**src/hdl/tdpd_pkg.sv**
```systemverilog
// shared types and constants for the type/data parameter decoder
// no dependencies; used by type_data_parameter_decoder
package tdpd_pkg;

  localparam int unsigned ByteW  = 8;
  localparam int unsigned ValueW = 56;
  localparam int unsigned CountW = 3;
  localparam int unsigned Lanes  = ValueW / ByteW;

  // flag byte layout
  localparam int unsigned FlagTypeExt  = 7;
  localparam int unsigned FlagTypeHi   = 6;
  localparam int unsigned FlagTypeLo   = 4;
  localparam int unsigned FlagSizeExt  = 3;
  localparam int unsigned FlagSizeHi   = 2;
  localparam int unsigned FlagSizeLo   = 0;

  typedef enum logic [2:0] {
    PH_FLAG = 3'b001,
    PH_TYPE = 3'b010,
    PH_SIZE = 3'b100
  } phase_t;

  typedef logic [ValueW-1:0] value_t;
  typedef logic [CountW-1:0] count_t;

  typedef struct packed {
    value_t type_value;
    value_t size_value;
    logic   truncated;
  } result_t;

endpackage

```
**src/hdl/type_data_parameter_decoder.sv**
```systemverilog
// type/data parameter decoder: byte stream in, one word per decoded parameter out
// depends on tdpd_pkg
//
// usage
//   in_*  : one byte per word; in_tuser set means the buffer has ended and the
//           byte is ignored. a flag byte opens each parameter, followed by up to
//           seven little-endian type bytes and up to seven size bytes
//   out_* : one word per completed parameter; type and size values, with
//           out_tuser marking a parameter cut short by a buffer end
// throughput: one input word per cycle while in_tready is high, set by the
//   combinational state update (accumulator lane insert plus phase/count step)
// result path: a completed result word is registered into the result register,
//   or into the skid register while the receiver is not taking the held word
// stalls: the result register is backed by one skid register, so input keeps
//   flowing while a result waits; in_tready drops only when both are full and
//   returns the cycle after the receiver takes a word
// reset: rst_n low at a clock edge returns to expecting a flag byte with cleared
//   accumulators and discards any pending result words
module type_data_parameter_decoder (
  input  logic         clk,
  input  logic         rst_n,
  // input stream
  input  logic         in_tvalid,
  output logic         in_tready,
  input  logic [7:0]   in_tdata,   // [7:0] in_byte
  input  logic         in_tuser,   // [0] buffer_end
  // result stream
  output logic         out_tvalid,
  input  logic         out_tready,
  output logic [111:0] out_tdata,  // [55:0] type_value, [111:56] size_value
  output logic         out_tuser   // [0] truncated
);

  // decoder state
  tdpd_pkg::phase_t phase_r, phase_nxt;
  tdpd_pkg::count_t bytes_left_r, bytes_left_nxt;
  tdpd_pkg::count_t byte_pos_r, byte_pos_nxt;
  logic [tdpd_pkg::ByteW-1:0] held_flag_r, held_flag_nxt;
  tdpd_pkg::value_t type_acc_r, type_acc_nxt;
  tdpd_pkg::value_t size_acc_r, size_acc_nxt;

  // result register and skid register
  logic              out_valid_r, skid_valid_r;
  tdpd_pkg::result_t out_data_r, skid_data_r;

  logic              in_fire, out_fire;
  logic              emit;
  tdpd_pkg::result_t res;

  assign in_tready = !skid_valid_r;
  assign in_fire   = in_tvalid && in_tready;
  assign out_fire  = out_valid_r && out_tready;

  // next-state decode for one byte
  always_comb begin
    logic [tdpd_pkg::ByteW-1:0] b;
    logic [tdpd_pkg::ByteW-1:0] flag;
    tdpd_pkg::count_t           cnt;
    tdpd_pkg::count_t           left_dec;
    tdpd_pkg::value_t           lane_val;
    tdpd_pkg::value_t           cur_type;
    logic                       size_pending;

    b            = in_tdata;
    flag         = held_flag_r;
    cnt          = '0;
    left_dec     = bytes_left_r - tdpd_pkg::count_t'(1);
    lane_val     = '0;
    cur_type     = type_acc_r;
    size_pending = 1'b0;

    phase_nxt      = phase_r;
    bytes_left_nxt = bytes_left_r;
    byte_pos_nxt   = byte_pos_r;
    held_flag_nxt  = held_flag_r;
    type_acc_nxt   = type_acc_r;
    size_acc_nxt   = size_acc_r;
    emit           = 1'b0;
    res.type_value = type_acc_r;
    res.size_value = size_acc_r;
    res.truncated  = 1'b0;

    // byte placed in its lane; position seven falls outside the value
    for (int i = 0; i < tdpd_pkg::Lanes; i++) begin
      if (byte_pos_r == tdpd_pkg::count_t'(i)) begin
        lane_val[i*tdpd_pkg::ByteW +: tdpd_pkg::ByteW] = b;
      end
    end

    unique case (phase_r)
      tdpd_pkg::PH_TYPE, tdpd_pkg::PH_SIZE: begin
        if (in_tuser) begin
          // buffer ran out mid-parameter
          emit          = 1'b1;
          res.truncated = 1'b1;
          if (phase_r == tdpd_pkg::PH_TYPE) begin
            res.size_value = flag[tdpd_pkg::FlagSizeExt] ? '0 :
              tdpd_pkg::value_t'(flag[tdpd_pkg::FlagSizeHi:tdpd_pkg::FlagSizeLo]);
          end
        end else begin
          byte_pos_nxt   = byte_pos_r + tdpd_pkg::count_t'(1);
          bytes_left_nxt = left_dec;
          if (phase_r == tdpd_pkg::PH_TYPE) begin
            type_acc_nxt = type_acc_r | lane_val;
            cur_type     = type_acc_r | lane_val;
            if (left_dec == '0) begin
              size_pending = 1'b1;
            end
          end else begin
            size_acc_nxt = size_acc_r | lane_val;
            if (left_dec == '0) begin
              emit           = 1'b1;
              res.size_value = size_acc_r | lane_val;
            end
          end
        end
      end
      default: begin
        // expecting a flag byte
        phase_nxt = tdpd_pkg::PH_FLAG;
        if (!in_tuser) begin
          held_flag_nxt = b;
          flag          = b;
          type_acc_nxt  = '0;
          size_acc_nxt  = '0;
          byte_pos_nxt  = '0;
          cnt           = b[tdpd_pkg::FlagTypeHi:tdpd_pkg::FlagTypeLo];
          if (b[tdpd_pkg::FlagTypeExt] && cnt != '0) begin
            phase_nxt      = tdpd_pkg::PH_TYPE;
            bytes_left_nxt = cnt;
          end else begin
            cur_type     = b[tdpd_pkg::FlagTypeExt] ? '0 : tdpd_pkg::value_t'(cnt);
            type_acc_nxt = cur_type;
            size_pending = 1'b1;
          end
        end
      end
    endcase

    // type done: open the size field or finish
    if (size_pending) begin
      cnt = flag[tdpd_pkg::FlagSizeHi:tdpd_pkg::FlagSizeLo];
      if (flag[tdpd_pkg::FlagSizeExt] && cnt != '0) begin
        phase_nxt      = tdpd_pkg::PH_SIZE;
        bytes_left_nxt = cnt;
        byte_pos_nxt   = '0;
        size_acc_nxt   = '0;
      end else begin
        emit           = 1'b1;
        res.type_value = cur_type;
        res.size_value = flag[tdpd_pkg::FlagSizeExt] ? '0 : tdpd_pkg::value_t'(cnt);
      end
    end

    // every result returns to an idle, cleared state
    if (emit) begin
      phase_nxt      = tdpd_pkg::PH_FLAG;
      bytes_left_nxt = '0;
      byte_pos_nxt   = '0;
      held_flag_nxt  = '0;
      type_acc_nxt   = '0;
      size_acc_nxt   = '0;
    end
  end

  // decoder state registers
  always_ff @(posedge clk) begin
    if (!rst_n) begin
      phase_r      <= tdpd_pkg::PH_FLAG;
      bytes_left_r <= '0;
      byte_pos_r   <= '0;
      held_flag_r  <= '0;
      type_acc_r   <= '0;
      size_acc_r   <= '0;
    end else if (in_fire) begin
      phase_r      <= phase_nxt;
      bytes_left_r <= bytes_left_nxt;
      byte_pos_r   <= byte_pos_nxt;
      held_flag_r  <= held_flag_nxt;
      type_acc_r   <= type_acc_nxt;
      size_acc_r   <= size_acc_nxt;
    end
  end

  // result register with skid behind it
  always_ff @(posedge clk) begin
    if (!rst_n) begin
      out_valid_r  <= 1'b0;
      skid_valid_r <= 1'b0;
    end else begin
      if (skid_valid_r) begin
        if (out_fire) begin
          skid_valid_r <= 1'b0;
        end
      end else if (in_fire && emit) begin
        if (!out_valid_r || out_fire) begin
          out_valid_r <= 1'b1;
        end else begin
          skid_valid_r <= 1'b1;
        end
      end else if (out_fire) begin
        out_valid_r <= 1'b0;
      end
    end
  end

  always_ff @(posedge clk) begin
    if (skid_valid_r) begin
      if (out_fire) begin
        out_data_r <= skid_data_r;
      end
    end else if (in_fire && emit) begin
      if (!out_valid_r || out_fire) begin
        out_data_r <= res;
      end else begin
        skid_data_r <= res;
      end
    end
  end

  assign out_tvalid = out_valid_r;
  assign out_tdata  = {out_data_r.size_value, out_data_r.type_value};
  assign out_tuser  = out_data_r.truncated;

  // skid only ever fills behind a held result
  a_skid_behind_out: assert property (@(posedge clk) disable iff (!rst_n)
    skid_valid_r |-> out_valid_r)
    else $error("skid register holds a word while the result register is empty");

  // a result produced against a stalled receiver must land in the skid
  a_stall_to_skid: assert property (@(posedge clk) disable iff (!rst_n)
    (in_fire && emit && out_valid_r && !out_tready) |=> skid_valid_r)
    else $error("result word dropped while the receiver stalled");

  // idle phase always has its counters cleared
  a_idle_clear: assert property (@(posedge clk) disable iff (!rst_n)
    (phase_r == tdpd_pkg::PH_FLAG) |-> (bytes_left_r == '0 && byte_pos_r == '0))
    else $error("byte counters not cleared between parameters");

  // a byte-reading phase always has bytes left to read
  a_bytes_pending: assert property (@(posedge clk) disable iff (!rst_n)
    (phase_r != tdpd_pkg::PH_FLAG) |-> (bytes_left_r != '0))
    else $error("byte-reading phase with no bytes left");

endmodule
```
**config.mk**
```make
export PLATFORM = sky130hd
export DESIGN_NAME = type_data_parameter_decoder
export DESIGN_NICKNAME = d
export VERILOG_FILES = /design/src/hdl/tdpd_pkg.sv /design/src/hdl/type_data_parameter_decoder.sv
export SDC_FILE = /design/constraint.sdc
export NUM_CORES = 1
export LEC_CHECK = 0
export ABC_AREA = 1
export BUFFER_PORTS_ARGS = -buffer_cell sky130_fd_sc_hd__buf_2
export CELL_PAD_IN_SITES_DETAIL_PLACEMENT = 1
export CELL_PAD_IN_SITES_GLOBAL_PLACEMENT = 2
export CORE_MARGIN = 2
export CORE_UTILIZATION = 37
export DETAILED_ROUTE_END_ITERATION = 16
export GPL_TIMING_DRIVEN = 1
export PLACE_DENSITY = 0.9
export SYNTH_ARGS = -nofsm -noshare
export SYNTH_HDL_FRONTEND = slang
export SYNTH_SLANG_ARGS = --single-unit
export TNS_END_PERCENT = 5
```
**constraint.sdc**
```tcl
create_clock -name clk -period 10.3 [get_ports clk]
set_clock_uncertainty 0.1 [all_clocks]
set_input_delay 0.515 -clock clk [delete_from_list [all_inputs] [get_ports clk]]
set_output_delay 0.515 -clock clk [all_outputs]
set_load 0.1 [all_outputs]
```
# Word-level counts from Yosys, hierarchy flattened
# Index checks and enable logic that the tools add are counted.
[totals]
register_bits = 353
input_bits = 13
output_inout_bits = 115
word_cells = 129
[classes]
add_sub_neg = 2
eq_ne = 11
muxes = 78
bitwise_logic = 4
n_reduce_logical = 20
[ops]
columns = ["operator", "n"]
rows = [
  ["two-way mux 56 bit", 19],
  ["two-way mux 113 bit", 4],
  ["two-way mux 112 bit", 2],
  ["OR 56 bit", 2],
  ["two-way mux 3 bit", 21],
  ["two-way mux 57 bit", 1],
  ["two-way mux 8 bit", 7],
  ["two-way mux 1 bit", 19],
  ["== test 3 bit (second input constant)", 4],
  ["two-way mux 4 bit", 3],
  ["== test 3 x 2 -> 1 bit (second input constant)", 3],
  ["AND reduction 3 bit", 3],
  ["logical NOT 3 bit", 2],
  ["nonzero test 2 bit", 3],
  ["nonzero test 3 bit", 2],
  ["logical AND 1 bit", 5],
  ["two-way mux 2 bit", 2],
  ["inequality test 2 x 1 -> 1 bit (second input constant)", 2],
  ["adder 3 x 1 -> 3 bit (second input constant)", 1],
  ["== test 3 x 1 -> 1 bit (second input constant)", 1],
  ["inequality test 3 x 1 -> 1 bit (second input constant)", 1],
  ["subtractor 3 x 1 -> 3 bit (second input constant)", 1],
  ["logical NOT 1 bit", 2],
  ["NOT 1 bit", 2],
  ["other kinds (3)", 3],
]

# Longest topological paths before layout
# Gate-level depths: netlist of the first run.
[logic_depth]
word_depth = 12
mapped_depth = 16
depth_no_buf = 14

# Least setup slack after synthesis of the first run
# OpenSTA, ideal clock, no wires.
[synth_timing]
path_kind = "input-to-reg"
startpoint = "input port in_tuser"
endpoint = "register out_data_r, in the netlist out_tdata[0], enable pin"
setup_ps = 622
arrival_time_ps = 7009
required_ps = 9578
slack_ps = 2568
path_stages = 13
n_path_buf = 2
cell_sequence = "buf_2 inv_2 buf_4 nand2_1 nand2_1 nand3_1 nand2_1 nand3_2 nand2_2 nand2_4 nand2_2 nand2_1 a21oi_1"
[synth_via]
elab_chain_cells = 9
elab_cells_between_ends = 14
classes_between = "mux (9); reduce/logical (5)"
[synth_rtl]
columns = ["item", "line", "text"]
rows = [
  ["start, declared", "type_data_parameter_decoder.sv:26", "input logic in_tuser,"],
  ["two-way mux 4 bit", "type_data_parameter_decoder.sv:121", "if (!in_tuser) begin"],
  ["two-way mux 4 bit", "type_data_parameter_decoder.sv:90", "unique case (phase_r)"],
  ["nonzero test 3 bit", "type_data_parameter_decoder.sv:143", "if (flag[tdpd_pkg::FlagSizeExt] && cnt != '0) begin"],
  ["logical AND 1 bit", "type_data_parameter_decoder.sv:143", ""],
  ["two-way mux 1 bit", "type_data_parameter_decoder.sv:143", ""],
  ["two-way mux 1 bit *", "type_data_parameter_decoder.sv:141", "if (size_pending) begin"],
  ["logical AND 1 bit *", "type_data_parameter_decoder.sv:212", "end else if (in_fire && emit) begin"],
  ["nonzero test 2 bit (no source line) *", "--", ""],
  ["AND reduction 3 bit (no source line) *", "--", ""],
  ["end signal, assigned", "type_data_parameter_decoder.sv:210", "out_data_r <= skid_data_r;"],
  ["end signal, assigned", "type_data_parameter_decoder.sv:214", "out_data_r <= res;"],
  ["end, declared", "type_data_parameter_decoder.sv:44", "tdpd_pkg::result_t out_data_r, skid_data_r;"],
]
# Mark *: on every way between the ends. The rest lies on a longest branch, timed or not.
# A chain may end at the register's enable or synchronous reset.

# Final worst setup path of the first run
[layout_timing]
startpoint = "register phase_r[1]"
endpoint = "register out_data_r, in the netlist out_tdata[46], enable pin"
[layout_via]
elab_chain_cells = 10
elab_cells_between_ends = 17
classes_between = "eq/ne (2); mux (9); reduce/logical (6)"
[layout_rtl]
columns = ["item", "line", "text"]
rows = [
  ["start, declared", "type_data_parameter_decoder.sv:35", "tdpd_pkg::phase_t phase_r, phase_nxt;"],
  ["start signal, assigned", "type_data_parameter_decoder.sv:169", "phase_r <= tdpd_pkg::PH_FLAG;"],
  ["start signal, assigned", "type_data_parameter_decoder.sv:176", "phase_r <= phase_nxt;"],
  ["== test 3 x 2 -> 1 bit / == test 3 bit (equally long branches)", "type_data_parameter_decoder.sv:90, type_data_parameter_decoder.sv:103", ""],
  ["OR reduction 2 bit", "type_data_parameter_decoder.sv:90", ""],
  ["two-way mux 4 bit", "type_data_parameter_decoder.sv:90", ""],
  ["nonzero test 3 bit", "type_data_parameter_decoder.sv:143", ""],
  ["logical AND 1 bit", "type_data_parameter_decoder.sv:143", ""],
  ["two-way mux 1 bit", "type_data_parameter_decoder.sv:143", ""],
  ["two-way mux 1 bit *", "type_data_parameter_decoder.sv:141", ""],
  ["logical AND 1 bit *", "type_data_parameter_decoder.sv:212", ""],
  ["nonzero test 2 bit (no source line) *", "--", ""],
  ["AND reduction 3 bit (no source line) *", "--", ""],
]
# Marked as above.

==> run_results.csv, run 1 <==
group,metric,value,unit
critical_path,worst_r2r_path_depth,12,
cts,cts_tree,"built",
placed_design,dp_slack,5.43,ns
cts,clk_transition_reported_paths,0.06,ns
power_and_ir_drop,sequentialPowerShare,46.0,%
finish,antenna_cells,0,
sta,finalWorstSetupSlack,5.48,ns
route,via_per_inst,5.22,
cts,clockBufferDepth,3,
floorplan,die_w,217,um
cts,cts_sinks,353,
finish,area_growth_syn_to_layout,13.6,%
synth,synth_top_cell_by_area,"edfxtp_1",
global_routing,track_usage,22.9,%
route,wire_per_inst,19.9,um
cts,postCtsSetupRepairBufs,0,
finish,drive_gt1_share,13.0,%
route,firstDrtPassIters,5,
route,drtAntennaViolNets,0,
power_and_ir_drop,power_frac_comb,10.0,%
synth,ys_ff_latch,353,
run_status,status,"finished, final reports clean",
critical_path,path_max_fanout,73,
flow_run,drv_cap,0,
cts,clock_latency,0.57,ns
floorplan,num_rows,78,
sta,slew_viol_final,0,
cts,cts_hold_buffers,0,
synth,synth_top_flop_cell,"edfxtp_1",
worst_hold_path,hold_path.class,"primary input to flip-flop",
synth,synth.distinct_cells,41,
synth,syn_area,16800,um^2
sta,worst_pin_slew,1.24,ns
placed_design,place.gp.congestion,0.875,
critical_path,worstPathArrival,4.90,ns
global_routing,grt_remaining_overflow,0,
synth,ys_seq_area_share,55.5,%
finish,fin_cells,2700,
floorplan,dieHeight,217,um
critical_path,worstSetupPathType,"flip-flop to flip-flop",
synth,syn_inst,2005,
sta,fmax,208,MHz
power_and_ir_drop,power_density,175,nW/um^2
power_and_ir_drop,p_int,2.45,mW
cts,cts_resized,0,
sta,finalHoldViolCount,0,
critical_path,worstSetupEndpointType,"flip-flop",
placed_design,port-buffer-count,127,
floorplan,core-area,45100,um^2
floorplan,num_io_pins,128,
route,num_vias,14100,
synth,synthTopCellsByArea,"edfxtp_1 40%, dfxtp_1 15%, nand2_1 12%",
worst_hold_path,hold_path_depth,2,
synth,synth_area_per_cell,8.39,um^2
sta,fin_setup_tns,0,ns
route,dr.first_iter.drc_count,1068,
critical_path,cp-start-kind,"flip-flop",
synth,synth_fp_nets,2026,
power_and_ir_drop,p_leak,7.34,nW
power_and_ir_drop,netSwitchingPower,0.901,mW
sta,finalSetupViolations,0,
floorplan,dieArea,47200,um^2
placed_design,place_area,17800,um^2
sta,hold_slack,0.160,ns
synth,async_reset_ff_share,0,%
sta,slew_headroom,17.3,%
synth,synth-edff-count,226,
power_and_ir_drop,pwr-share-clk,44.0,%
floorplan,initial_core_util,37.3,%
global_routing,grt_max_degree,94,
sta,final.min_clock_period,4.82,ns
sta,rsz0062_at_grt,"false",
finish,finalInstanceArea,19100,um^2
power_and_ir_drop,ir_worst_vdd,0.107,mV
global_routing,grt_pass1_wl,84.1,mm
synth,ys_warn_count,0,
route,routed_wl,53.6,mm
global_routing,antenna_found_initial,0,
sta,post-route-period-util,46.8,%
cts,cts_made_buffers,41,
cts,root_buffer,"clkbuf_16",
global_routing,grt_pass1_vias,14500,
route,drcViolationCount,0,
critical_path,cp.required,10.38,ns
power_and_ir_drop,swShare,26.9,%
placed_design,hpwl,35.8,mm
cts,htreeDepth,2,
placed_design,place_inst,2626,
synth,post-synth-top-area-fraction,40.4,%
finish,layout.nets,2090,
-- cell usage in the layout, fill, tap and decap left out, types with 4 or more instances in the layout --
cell type and n:
a21oi_1 74, a22oi_1 51, a32oi_1 24, buf_2 127, buf_4 17, bufinv_16 4
clkbuf_1 6, clkbuf_16 43, clkinv_1 6, clkinv_2 9, clkinvlp_4 4, dfxtp_1 126
edfxtp_1 226, ha_1 8, inv_1 207, inv_2 7, nand2_1 539, nand2_2 7
nand3_1 18, nand3_2 4, nand4_1 4, nor2_1 308, nor2_2 21, nor2_4 18
nor3_1 6, o21ai_0 58, o21ai_1 99, o22ai_1 57
-- power by group through the flow --
stage	Clock [mW]	Combinational, mW	Sequential, mW
after floorplan	0	0.141	1.70
after global placement	0	0.335	1.57
after CTS	1.51	0.339	1.54
final	1.47	0.336	1.54
after detailed placement	0	0.338	1.57
after global routing	1.56	0.358	1.54
-- cells in the mapped netlist, types with 17 or more instances --
| cell | number |
|---|---|
| a21oi_1 | 75 |
| a22oi_1 | 51 |
| a32oi_1 | 24 |
| buf_2 | 17 |
| clkbuf_1 | 78 |
| dfxtp_1 | 127 |
| edfxtp_1 | 226 |
| inv_1 | 210 |
| nand2_1 | 539 |
| nand3_1 | 18 |
| nor2_1 | 310 |
| nor2_2 | 20 |
| nor2_4 | 17 |
| o21ai_0 | 58 |
| o21ai_1 | 99 |
| o22ai_1 | 57 |
-- cell families after synthesis --
kind of cell | share of synthesized area [%]
AND/OR/NAND/NOR | 22.5
AO/OA/AOI/OAI | 13.0
flip-flops | 55.5
buffers and inverters | 8.39
adder cells (fa/ha/maj) | 0.595
XOR/XNOR | 0.0521
-- worst paths after layout --
check	start	endpoint	slack [ns]
min reg2reg	type_acc_r[48]	type_acc_r[48]	0.37
max reg2reg	phase_r[1]	out_tdata[46]	5.48
min	rst_n	phase_r[0]	0.16
max	phase_r[1]	out_tdata[46]	5.48
-- stage by stage --
step                      power [mW]  utilization [%]
final                           3.35             42.4
after floorplan                 1.84                -
after global routing            3.46             42.4
after detailed placement        1.91             39.4
after global placement          1.90             39.4
after CTS                       3.39             42.4
-- registers in the layout, indices dropped and copies added, names as in the netlist --
signal	flops
size_acc_r	56
skid_data_r	113
phase_r	3
bytes_left_r	3
out_tvalid	1
held_flag_r	4
skid_valid_r	1
byte_pos_r	3
out_tdata	112
type_acc_r	56
out_tuser	1
-- area by class of cell --
type | count | area (um^2)
multi-input cells | 1312 | 6100
inverters | 217 | 818
clock inverters | 24 | 235
flip-flops and latches | 353 | 9330
well taps | 600 | 751
repair buffers | 144 | 763
clock buffers | 50 | 1110
fillers | 5437 | 26000
-- metal layers --
layer | vias to the layer above | global-route usage [%] | wire, um
met5 | - | 0 | 0
met2 | 307 | 39.7 | 26600
met1 | 6988 | 29.2 | 23200
li1 | 6700 | - | -
met4 | 0 | 8.04 | 1740
met3 | 96 | 3.12 | 2110
-- worst max-delay path: stages (launching register included) --
cell     delay (ns)
dfxtp_1        0.44
nor2_2         0.08
nand2_2        0.21
nand2_4        0.18
inv_4          0.62
nand3_1        0.23
nand2_2        0.24
nand2_4        0.23
nand2_2        0.17
nand2_1        0.19
a21oi_4        0.35
buf_4          0.52
buf_4          0.72
No activity file was read; power rests on OpenSTA's default activity.
==> run 2: changes to the inputs <==
Settings changed: CORE_UTILIZATION 37 to 33, PLACE_DENSITY 0.9 to 0.86.
Clock period 10.3 ns to 4.3 ns, I/O delays scaled along.
==> run_results.csv, run 2 (synthesis results as in run 1) <==
group,metric,value,unit
critical_path,cp-start-kind,"flip-flop",
cts,clk_transition_reported_paths,0.06,ns
route,dr.first_iter.drc_count,1060,
route,num_vias,14100,
finish,final_common_cell,"nand2_1",
sta,rsz0062_at_grt,"false",
critical_path,worst-path-buf-inv,5,
sta,hold_slack,0.0909,ns
floorplan,dieArea,52800,um^2
global_routing,grt_remaining_overflow,0,
global_routing,track_usage,20.1,%
cts,cts_resized,0,
cts,postCtsSetupRepairBufs,0,
sta,fmax,286,MHz
route,drtAntennaViolNets,0,
sta,finalHoldViolCount,0,
placed_design,place.gp.congestion,0.900,
floorplan,num_rows,82,
sta,slew_viol_final,0,
placed_design,hpwl,36.5,mm
finish,area_growth_syn_to_layout,15.4,%
global_routing,grt_pass1_vias,14500,
floorplan,core-area,50300,um^2
flow_run,drv_cap,0,
cts,cts_hold_buffers,3,
cts,cts_tree,"built",
power_and_ir_drop,p_leak,7.44,nW
floorplan,num_io_pins,128,
power_and_ir_drop,ir_worst_vdd,0.211,mV
critical_path,worstSetupEndpointType,"flip-flop",
route,firstDrtPassIters,7,
global_routing,antenna_found_initial,0,
placed_design,port-buffer-count,127,
finish,drive_gt1_share,13.5,%
cts,cts_sinks,353,
finish,largest_reg_flops,113,
global_routing,grt_max_degree,96,
placed_design,place_inst,2713,
finish,antenna_cells,0,
finish,layout.nets,2108,
sta,post-route-period-util,81.3,%
finish,regMostFlops,"skid_data_r",
sta,final.min_clock_period,3.50,ns
floorplan,dieHeight,230,um
cts,root_buffer,"clkbuf_16",
critical_path,worstSetupPathType,"flip-flop to flip-flop",
critical_path,cp.required,4.66,ns
cts,cts_made_buffers,41,
finish,fin_cells,2791,
critical_path,path_max_fanout,44,
critical_path,critPathTopFamily,"buffers and inverters",
floorplan,die_w,230,um
finish,finalInstanceArea,19400,um^2
sta,worst_pin_slew,1.06,ns
critical_path,crit_slowest_cell,"buf_4",
route,drcViolationCount,0,
finish,final_cell_mix,"539 x nand2_1, 309 x nor2_1, 226 x edfxtp_1, 207 x inv_1, 127 x buf_2",
placed_design,place_area,18000,um^2
sta,slew_headroom,29.1,%
critical_path,critPathMaxStageDelay,0.47,ns
run_status,status,"finished, final reports clean",
power_and_ir_drop,power_density,412,nW/um^2
route,via_per_inst,5.04,
global_routing,grt_pass1_wl,83.2,mm
route,routed_wl,53.8,mm
cts,clock_latency,0.57,ns
critical_path,crit_chain,"nor2_2, nand2_2, nand2_4, inv_4, buf_4, nor2_1, inv_1, nand2_1, inv_1, nand2_2, nor2_4, buf_12, nand2_1, a21oi_1",
sta,finalSetupViolations,0,
route,wire_per_inst,19.3,um
cts,clockBufferDepth,3,
cts,htreeDepth,2,
floorplan,initial_core_util,33.4,%
critical_path,worstPathArrival,3.86,ns
worst_hold_path,hold_path.class,"primary input to flip-flop",
[run 2: changes by cell type in the layout (fill, tap and decap cells not counted)]
cell and change:
buf_4 +8, buf_12 +7, clkinv_1 +3, dlygate4sd3_1 +3, clkbuf_1 -2, bufinv_16 -1, clkbuf_8 +1, clkinv_4 -1
clkinvlp_2 +1, nor2_1 +1, nor2_2 -1
[run 2: where the power goes]
group          internal [mW]  switching (mW)  leakage [nW]
Combinational          0.141           0.698          3.64
Clock                   2.04            1.44         0.645
Sequential              3.66          0.0224          3.16
[run 2: area by class of cell]
class,count,area (um^2)
Clock buffer,49,1120
Sequential cell,353,9330
Timing Repair Buffer,162,993
Inverter,217,818
Tap cell,672,841
Multi-Input combinational cell,1312,6090
Fill cell,6001,30900
Clock inverter,26,213
[run 2: final timing paths]
kind             startpoint             end  slack, ns  depth (start not counted)
max              phase_r[1]  type_acc_r[38]       0.80                         14
min             in_tdata[0]  type_acc_r[24]       0.09                          5
max reg2reg      phase_r[1]  type_acc_r[38]       0.80                         14
min reg2reg  type_acc_r[50]  type_acc_r[50]       0.37                          2
[run 2: tightest hold or removal path, delay by kind of cell]
kind                   cells  cell delay, ns
AND/OR/NAND/NOR            2            0.18
AO/OA/AOI/OAI              2            0.18
buffers and inverters      1            0.13
[run 2: per-layer routing]
layer	vias to the layer above	global-route usage, %	wire [um]
met3	87	3.24	2510
met4	0	5.93	1470
li1	6735	-	-
met5	-	0	0
met1	6896	25.2	23100
met2	338	35.6	26600
[run 2: through the flow]
step	worst slack, ns	setup TNS [ns]	power [mW]	utilization, %
floorplan	-0.697	-78.72	4.39	-
global placement	1.00	0	4.58	35.9
detailed placement	0.887	0	4.60	35.9
CTS	0.856	0	8.10	38.6
global route	0.554	0	8.26	38.6
finish	0.803	0	8.00	38.6
==> run 3: changes to the inputs <==
Clock period 4.3 ns to 3.1 ns, I/O delays scaled along.
==> run_results.csv, run 3 (synthesis results as in run 1) <==
group,metric,value,unit
run_status,status,"finished, final reports clean",
finish,layout.nets,2128,
sta,finalWorstSetupSlack,0.194,ns
floorplan,initial_core_util,33.4,%
power_and_ir_drop,power_density,583,nW/um^2
cts,cts_sinks,353,
floorplan,die_w,230,um
sta,post-route-period-util,93.7,%
global_routing,grt_remaining_overflow,0,
power_and_ir_drop,p_int,8.54,mW
floorplan,dieArea,52800,um^2
critical_path,cp.required,3.20,ns
power_and_ir_drop,pwr-share-clk,45.4,%
finish,n_fill_cell,5930,
global_routing,grt_max_degree,94,
cts,htreeDepth,2,
critical_path,crit_chain,"nor2_2, nand2_2, nand2_4, inv_4, o21ai_2, inv_2, nand2_2, nand2_8, nand2_4, nand2_4, a21oi_4, buf_12",
finish,area_growth_syn_to_layout,17.8,%
placed_design,dp_slack,0.111,ns
route,routed_wl,54.5,mm
finish,largest_reg_flops,113,
cts,cts_made_buffers,40,
critical_path,worstPathArrival,3.00,ns
finish,final_common_cell,"nand2_1",
route,dr.first_iter.drc_count,956,
global_routing,grt_pass1_vias,14700,
global_routing,antenna_found_initial,0,
critical_path,path_max_fanout,73,
critical_path,cp-start-kind,"flip-flop",
floorplan,num_rows,82,
cts,clockBufferDepth,3,
finish,fin_cells,2811,
global_routing,grt_pass1_wl,84.0,mm
sta,finalSetupViolations,0,
finish,antenna_cells,0,
power_and_ir_drop,power_frac_comb,10.3,%
floorplan,dieHeight,230,um
power_and_ir_drop,swShare,26.1,%
sta,worst_pin_slew,1.03,ns
flow_run,drv_cap,0,
sta,slew_headroom,31.0,%
floorplan,core-area,50300,um^2
critical_path,path_common_cell,"nand2_4",
cts,clk_transition_reported_paths,0.06,ns
critical_path,crit_slowest_cell,"dfxtp_1",
placed_design,place.gp.congestion,0.895,
sta,hold_slack,0.0969,ns
route,wire_per_inst,19.4,um
route,firstDrtPassIters,5,
floorplan,num_io_pins,128,
placed_design,hpwl,36.7,mm
finish,drive_gt1_share,14.6,%
finish,regMostFlops,"skid_data_r",
critical_path,worst-path-buf-inv,3,
sta,slew_viol_final,0,
placed_design,port-buffer-count,127,
route,num_vias,14200,
power_and_ir_drop,ir_worst_vdd,0.301,mV
cts,root_buffer,"clkbuf_16",
worst_hold_path,hold_path.class,"primary input to flip-flop",
power_and_ir_drop,p_leak,7.65,nW
cts,clock_latency,0.58,ns
sta,rsz0062_at_grt,"false",
critical_path,critPathTopFamily,"simple AND/OR/NAND/NOR gates",
cts,cts_tree,"built",
finish,final_cell_mix,"538 x nand2_1, 308 x nor2_1, 226 x edfxtp_1, 205 x inv_1, 127 x buf_2",
power_and_ir_drop,sequentialPowerShare,44.3,%
critical_path,worstSetupEndpointType,"flip-flop",
placed_design,place_inst,2733,
sta,finalHoldViolCount,0,
sta,fmax,344,MHz
critical_path,worstSetupPathType,"flip-flop to flip-flop",
power_and_ir_drop,netSwitchingPower,3.01,mW
critical_path,critPathMaxStageDelay,0.33,ns
route,drtAntennaViolNets,0,
sta,final.min_clock_period,2.91,ns
global_routing,track_usage,20.4,%
route,drcViolationCount,0,
route,via_per_inst,5.06,
-- run 3: worst min-delay path: stages --
cell     delay (ns)
buf_2          0.15
nand2_1        0.08
nand2_1        0.06
nand3_2        0.07
nand2_2        0.08
nand2_1        0.07
a21oi_1        0.05
-- run 3: power groups by stage --
stage          clock network [mW]  logic, mW  registers [mW]
2_1_floorplan                   0      0.481            5.62
3_3_place_gp                    0       1.17            5.22
3_5_place_dp                    0       1.19            5.22
4_1_cts                      5.37       1.20            5.11
5_1_grt                      5.52       1.27            5.12
6_report                     5.25       1.19            5.11
-- run 3: layer usage --
layer / wire, um / track usage [%] / part of all wire [%]
met1: 23800 / 25.9 / 44
met2: 26100 / 34.5 / 48
met3: 2100 / 2.67 / 3.9
met4: 2520 / 9.58 / 4.6
met5: 0 / 0 / 0
-- run 3: final timing paths --
path	slack [ns]	cells past startpoint	to	startpoint
worst min register to register	0.37	2	type_acc_r[54]	type_acc_r[54]
worst max-delay path	0.19	12	out_tdata[96]	phase_r[0]
worst min-delay path	0.1	7	held_flag_r[2]	in_tdata[2]
worst max register to register	0.19	12	out_tdata[96]	phase_r[0]
-- run 3: through the flow --
stage | power, mW | utilization [%] | setup TNS [ns] | area, um^2
floorplan | 6.10 | - | -121.53 | 16900
global placement | 6.39 | 36.5 | 0 | 18300
detailed placement | 6.41 | 36.5 | 0 | 18300
CTS | 11.7 | 39.4 | 0 | 19800
global route | 11.9 | 39.4 | 0 | 19800
finish | 11.6 | 39.4 | 0 | 19800
-- run 3: repair_timing --
item / in CTS / in global routing
endpoints found under the hold margin: 14 / 0
hold buffers: 4 / 0
setup buffers: 0 / 0
resized for setup: 0 / 1
setup endpoints to repair: 0 / 1
-- run 3: layout make-up --
class | instances | area (um^2) | area share, %
tap | 672 | 841 | 4.24
sequential | 353 | 9340 | 47.1
clock inverter | 25 | 344 | 1.74
timing repair buffer | 183 | 1240 | 6.26
clock buffer | 49 | 1090 | 5.48
multi-input combinational | 1312 | 6140 | 31.0
inverter | 217 | 818 | 4.13
